`config.mk`:
```
export PLATFORM = sky130hd
export DESIGN_NAME = dsc_mac
export DESIGN_NICKNAME = d
export VERILOG_FILES = /design/src/rtl/dsc_pkg.sv /design/src/rtl/dsc_mac.sv
export SDC_FILE = /design/constraint.sdc
export NUM_CORES = 1
export LEC_CHECK = 0
export BUFFER_PORTS_ARGS = -buffer_cell sky130_fd_sc_hd__buf_2
export CAP_MARGIN = 20
export CORE_MARGIN = 4
export CORE_UTILIZATION = 35
export DETAILED_ROUTE_END_ITERATION = 10
export GPL_TIMING_DRIVEN = 0
export HOLD_SLACK_MARGIN = 0.1
export PLACE_DENSITY = 0.53
export SLEW_MARGIN = 20
export SYNTH_ARGS = -nofsm -noshare
export SYNTH_HDL_FRONTEND = slang
export SYNTH_SLANG_ARGS = --single-unit
```
`constraint.sdc`:
```
create_clock -name clk -period 7.3 [get_ports clk]
set_input_delay 1.46 -clock clk [delete_from_list [all_inputs] [get_ports clk]]
set_output_delay 1.46 -clock clk [all_outputs]
set_load 0.005 [all_outputs]
```
`src/rtl/dsc_pkg.sv`:
```
`timescale 1ns / 1ps
// ----------------------------------------------------------------------------
// dsc_pkg
// shared types and constants of the discord search block
// ----------------------------------------------------------------------------
package dsc_pkg;

	// width and saturation limit of a squared distance
	localparam int DIST_W = 48;
	localparam logic [DIST_W-1:0] DIST_MAX = {DIST_W{1'b1}};

	// window length register
	localparam int WL_W = 9;
	localparam logic [WL_W-1:0] WL_RESET = 9'd16;
	localparam int WIN_MIN = 2;

	// one term of a pair sum entering the shared unit
	typedef struct packed {
		logic valid;
		logic last;
	} mac_ctl_t;

	// pair result leaving the shared unit
	typedef struct packed {
		logic              done;
		logic [DIST_W-1:0] sum;
	} mac_res_t;

endpackage

```
`src/rtl/dsc_mac.sv`:
```
`timescale 1ns / 1ps
// ----------------------------------------------------------------------------
// dsc_mac
// shared difference, square and saturating accumulate unit
// ----------------------------------------------------------------------------
module dsc_mac #(
	parameter int SAMPLE_BITS = 16
) (
	input  logic                            clk,
	input  logic                            arst_n,
	input  dsc_pkg::mac_ctl_t               ctl,
	input  logic signed [SAMPLE_BITS-1:0]   a_s1,
	input  logic signed [SAMPLE_BITS-1:0]   b_s1,
	input  logic [dsc_pkg::DIST_W-1:0]      limit,
	output dsc_pkg::mac_res_t               res
);
	import dsc_pkg::*;

	localparam int DIFF_W = SAMPLE_BITS + 1;
	localparam int PROD_W = 2 * DIFF_W;
	localparam int SUM_W  = ((PROD_W > DIST_W) ? PROD_W : DIST_W) + 1;

	logic signed [DIFF_W-1:0] diff;
	logic [DIFF_W-1:0]        mag;
	logic [PROD_W-1:0]        prod_s2;
	logic                     valid_s2;
	logic                     last_s2;
	logic [DIST_W-1:0]        acc_q;
	logic [SUM_W-1:0]         sum_wide;
	logic [DIST_W-1:0]        sum_sat;

	always_comb begin
		diff = DIFF_W'(a_s1) - DIFF_W'(b_s1);
		mag  = diff[DIFF_W-1] ? DIFF_W'(-diff) : DIFF_W'(diff);
	end

	always_comb begin
		sum_wide = SUM_W'(acc_q) + SUM_W'(prod_s2);
		sum_sat  = (sum_wide > SUM_W'(DIST_MAX)) ? DIST_MAX : sum_wide[DIST_W-1:0];
		// pair ends at its last term or once the sum cannot beat the limit
		res.done = valid_s2 && (last_s2 || (sum_sat >= limit));
		res.sum  = sum_sat;
	end

	always_ff @(posedge clk or negedge arst_n) begin
		if (!arst_n) begin
			valid_s2 <= 1'b0;
			last_s2  <= 1'b0;
			acc_q    <= '0;
		end else begin
			if (res.done) begin
				valid_s2 <= 1'b0;
				acc_q    <= '0;
			end else begin
				valid_s2 <= ctl.valid;
				if (valid_s2) begin
					acc_q <= sum_sat;
				end
			end
			last_s2 <= ctl.last;
		end
	end

	always_ff @(posedge clk) begin
		prod_s2 <= PROD_W'(mag) * PROD_W'(mag);
	end

endmodule

```
## After elaboration in Yosys (flattened, before gate mapping)

Index checks and enable logic that the tools add are counted.

| operators by class | value |
|---|---|
| add/subtract/negate cells | 3 |
| $mul | 1 |
| div/mod/pow operators | 0 |
| order comparisons | 2 |
| equality and inequality tests | 0 |
| shift operators | 0 |
| muxes and demuxes | 5 |
| bitwise operators | 0 |
| reduce and logical (&&, ||, !) cells | 3 |

Operators with widths:

| kind | count |
|---|---|
| $mux W48 | 3 |
| $add A48 B34 Y49 | 1 |
| $gt A49 B48 Y1 const B | 1 |
| $ge A48 B48 Y1 | 1 |
| $mul A17 B17 Y34 | 1 |
| $mux W17 | 1 |
| $neg A17 Y17 | 1 |
| $sub A16 B16 Y17 | 1 |
| $reduce_bool A2 Y1 | 1 |
| $logic_and A1 B1 Y1 | 1 |
| $logic_or A1 B1 Y1 | 1 |
| $mux W1 | 1 |

| word-level totals | value |
|---|---|
| flip-flop bits (word level) | 84 |
| bits in latches | 0 |
| bits in writable memories | 0 |
| bits in read-only memories | 0 |
| output and inout port bits | 49 |
| logic and storage cells | 18 |
| memories kept | 0 |

## Longest topological paths before layout

| logic depth | value |
|---|---|
| depth in word-level cells | 7 |
| gate-level depth with buffers | 37 |
| depth with buffers taken out | 36 |

## Least setup slack after synthesis

OpenSTA, ideal clock, no wires.

| path | value |
|---|---|
| kind | input port to flip-flop |
| start | in a_s1[0] |
| end | reg prod_s2[33] |
| library setup time | 0.120 ns |
| arrival | 9.424 ns |
| setup slack | -2.244 ns |
| stages | 37 |
| path buffers | 2 |
| cell sequence | inv_1 ha_1 fa_1 nor2b_1 o21a_1 o2111ai_2 a21o_1 a211o_1 and2_1 buf_2 o21ai_0 xor2_1 inv_1 clkbuf_1 nand2_1 fa_1 inv_1 fa_1 inv_1 fa_1 inv_1 fa_1 fa_1 inv_1 fa_1 inv_1 ha_1 a21oi_1 o2111ai_1 a31oi_1 o21ai_0 o21ai_0 a31oi_1 a311oi_1 o21ai_0 a21oi_1 xnor2_1 |

| between the ends | value |
|---|---|
| word-level cells in the longest chain between the ends | 4 |

Ends and longest elaborated chain:

| element | line | text |
|---|---|---|
| from (decl) | dsc_mac.sv:12 | `input logic signed [SAMPLE_BITS-1:0] a_s1,` |
| $sub A16 B16 Y17 * | dsc_mac.sv:33 | `diff = DIFF_W'(a_s1) - DIFF_W'(b_s1);` |
| $neg A17 Y17 | dsc_mac.sv:34 | `mag = diff[DIFF_W-1] ? DIFF_W'(-diff) : DIFF_W'(diff);` |
| $mux W17 * | dsc_mac.sv:34 |  |
| $mul A17 B17 Y34 * | dsc_mac.sv:65 | `prod_s2 <= PROD_W'(mag) * PROD_W'(mag);` |
| to (signal assigned) | dsc_mac.sv:65 |  |
| to (decl) | dsc_mac.sv:25 | `logic [PROD_W-1:0] prod_s2;` |

Mark *: on every way between the ends. The rest lies on a longest branch, timed or not.
A chain may end at the register's enable or synchronous reset.

## Worst setup path in the final report

| path | value |
|---|---|
| start | in a_s1[0] |
| end | reg prod_s2[31] |

The elaborated chain is that of the path after synthesis.

==> flow_summary.toml <==
[placed_design]
port_buffers = 132
gp_congestion = 0.8543
place_hpwl_um = 33710

[synth]
ys_seq_area_share_pct = 12.56
synth_edf_count = 0
netlist_area_mm2 = 0.01522
avgSynthCellArea_um2 = 8.397
synth_common_cells = "inv_1, ha_1, fa_1"
ys_warn_count = 0
async_flop_share_pct = 60.24
synth_ff_type = "dfrtp_1"
synthTopCellsByArea = "fa_1, ha_1, inv_1"
netlist_instances = 1813
netlist.area_leader.share_pct = 25.38
yosys.area.top_type = "fa_1"
synth-seq-cells = 83
synth_most_common_cell = "inv_1"
synthDistinctLibCells = 74

[routing]
ant_nets = 0
dr.pass1.iters = 5
viasPerCell = 4.919
routedWlPerCell_um = 15.77
routed_wl_um = 42250
drtIter0Drc = 616
via_count = 13180
route.detailed.drc = 0

[layout]
final-seq-area_mm2 = 0.001912
finalNetCount = 2572
multi_input_area_mm2 = 0.01311
diodes = 0
syn_to_final_growth_pct = 29.47
fillers = 4252
drive_above_1_share_pct = 25.12

[worst_setup_path]
cp_data_required_time_ps = 7570
critical_path_class = "input port to flop"
crit_path_start_kind = "input port"
slowest_delay_ps = 580
crit_top_cell = "fa_2"
crit_path_max_fanout = 5
endpoint_kind = "flop"
arrival_ps = 9240
slowest_stage = "fa_2"
startpoint = "a_s1[0]"
timing.rr.start = "acc_q[13]$_DFFE_PN0P_"

[floorplanning]
die_h_um = 216.6
rows = 76
die_area_mm2 = 0.04690
num_io_pins = 133
initial_core_util_pct = 35.34
die_w_um = 216.6
core_area_mm2 = 0.04308

[sta]
rsz0062_at_grt = "yes"
fin_crit_ps = 8972
tightest_slew_ps = 820.7
period_share_pct = 122.9
max-slew-margin-rel_pct = 45.29
timing.hold.ws_ps = 482.2
slew_violations = 0
hold_viol = 0
fmax_mhz = 111.5
setup_ws_ps = -1672
setup_viol = 26
finClkSkew_ps = 17.60

[global_routing]
grt_pass1_vias = 13490
grt_pass1_wl_um = 68230
grt_start_max_net_pins = 51
grt_overflow_total = 0
track_usage_pct = 17.69
antenna_found_initial = 0

[clock_network]
clock_tree.root_cell = "clkbuf_16"
clock_sinks = 83
clk_latency_ps = 350
cts_tree = "built"
path_clk_slew_ps = 60
clockBufferDepth = 2
cts_buffers = 9
htreeDepth = 3

[run]
cap_viol_max_count = 0

[hold_path]
min_from = "acc_q[2]$_DFFE_PN0P_"
holdCritPathClass = "flop to flop"

[run_status]
outcome = "finished with violations"
violations = "setup timing"
per-stage QoR:
step,setup slack [ps],TNS [ps],std cells,instance area [um2],util [%]
6_report,-1672,-27260,2679,19710,45.76
5_1_grt,-1941,-34500,2679,19710,45.76
4_1_cts,-1690,-26250,2629,18880,43.84
3_5_place_dp,-2715,-49380,2540,17350,40.28
3_3_place_gp,-2711,-48570,2540,17350,40.27
2_1_floorplan,-1327,-19290,1823,15950,-
logic make-up (layout without fill, tap and decap cells):
kind of cell             count (synthesis)  after routing  synth area share [%]
multiplexers                             2              2                0.1397
AO/OA/AOI/OAI                          344            344                 14.92
adder cells (fa/ha/maj)                399            399                 42.31
buffers and inverters                  420            691                 10.44
AND/OR/NAND/NOR                        470            470                 14.18
flip-flops                              83             83                 12.56
XOR/XNOR                                93             93                 5.399
other                                    2             12               0.04933
layout by cell type (no fill, tap or decap), types with 10 or more instances in the layout:
| cell type | instances |
|---|---|
| inv_1 | 339 |
| ha_1 | 184 |
| fa_1 | 181 |
| nand2_1 | 149 |
| buf_2 | 130 |
| buf_4 | 103 |
| nor2_1 | 94 |
| a21oi_1 | 71 |
| xnor2_1 | 50 |
| dfrtp_1 | 50 |
| o21ai_0 | 48 |
| nand3_1 | 45 |
| a21o_1 | 45 |
| dfxtp_1 | 33 |
| inv_2 | 26 |
| nand4_1 | 23 |
| xor2_1 | 23 |
| clkbuf_1 | 21 |
| o21a_1 | 20 |
| buf_6 | 20 |
| nand2_2 | 19 |
| ha_4 | 17 |
| a21oi_2 | 16 |
| nor3_1 | 14 |
| clkbuf_16 | 13 |
| and3_1 | 12 |
| and2_1 | 12 |
| o211ai_1 | 12 |
| nand2b_1 | 12 |
| nor2_2 | 12 |
| fa_2 | 12 |
| conb_1 | 12 |
| a211oi_1 | 11 |
| nand2_4 | 11 |
| nor2b_1 | 10 |
| nor2_4 | 10 |
area by class of cell:
class | count | area share [%]
inverters | 374 | 7.300
clock buffers | 11 | 1.231
well taps | 585 | 3.713
repair buffers | 257 | 9.077
plain buffers | 44 | 2.019
multi-input cells | 1320 | 66.52
clock inverters | 5 | 0.4380
flip-flops and latches | 83 | 9.699
final timing paths:
path	cells after the start	slack, ps	end
max in group asynchronous	1	5640	acc_q[24]$_DFFE_PN0P_
worst max-delay path	38	-1670	prod_s2[31]$_DFF_P_
min in group asynchronous	1	1150	acc_q[5]$_DFFE_PN0P_
worst min register to register	2	480	acc_q[2]$_DFFE_PN0P_
worst max register to register	25	1550	acc_q[15]$_DFFE_PN0P_
worst min-delay path	2	480	acc_q[2]$_DFFE_PN0P_
critical path: cells and delay by family:
family,cells,cell delay [ps]
buffers and inverters,10,760
and+or+nand+nor,5,660
AOI/OAI and AO/OA,12,2170
xor gates and xnor gates,2,370
adders and majority gates,9,3830
flip-flops by register name, indices dropped and copies added, names as in the netlist:
name and count:
prod_s2 33, last_s2 1, valid_s2 1, acc_q 48
what timing repair did:
| item | in CTS | in global routing |
|---|---|---|
| pin swaps | 81 | 103 |
| cloned | 1 | 0 |
| endpoints found under the setup margin | 27 | 27 |
| resized for setup | 128 | 102 |
| buffers inserted | 74 | 51 |
| hold buffers | 0 | 0 |
layer usage:
metal | GRT usage (%) | wire (um)
met1 | 23.97 | 19930
met2 | 31.05 | 20300
met3 | 1.612 | 1288
met4 | 3.499 | 743
met5 | 0 | 0
Power is left out: the tool's default activity adds up to more than one toggle a clock period on the data nets, which glitch-free logic cannot reach.
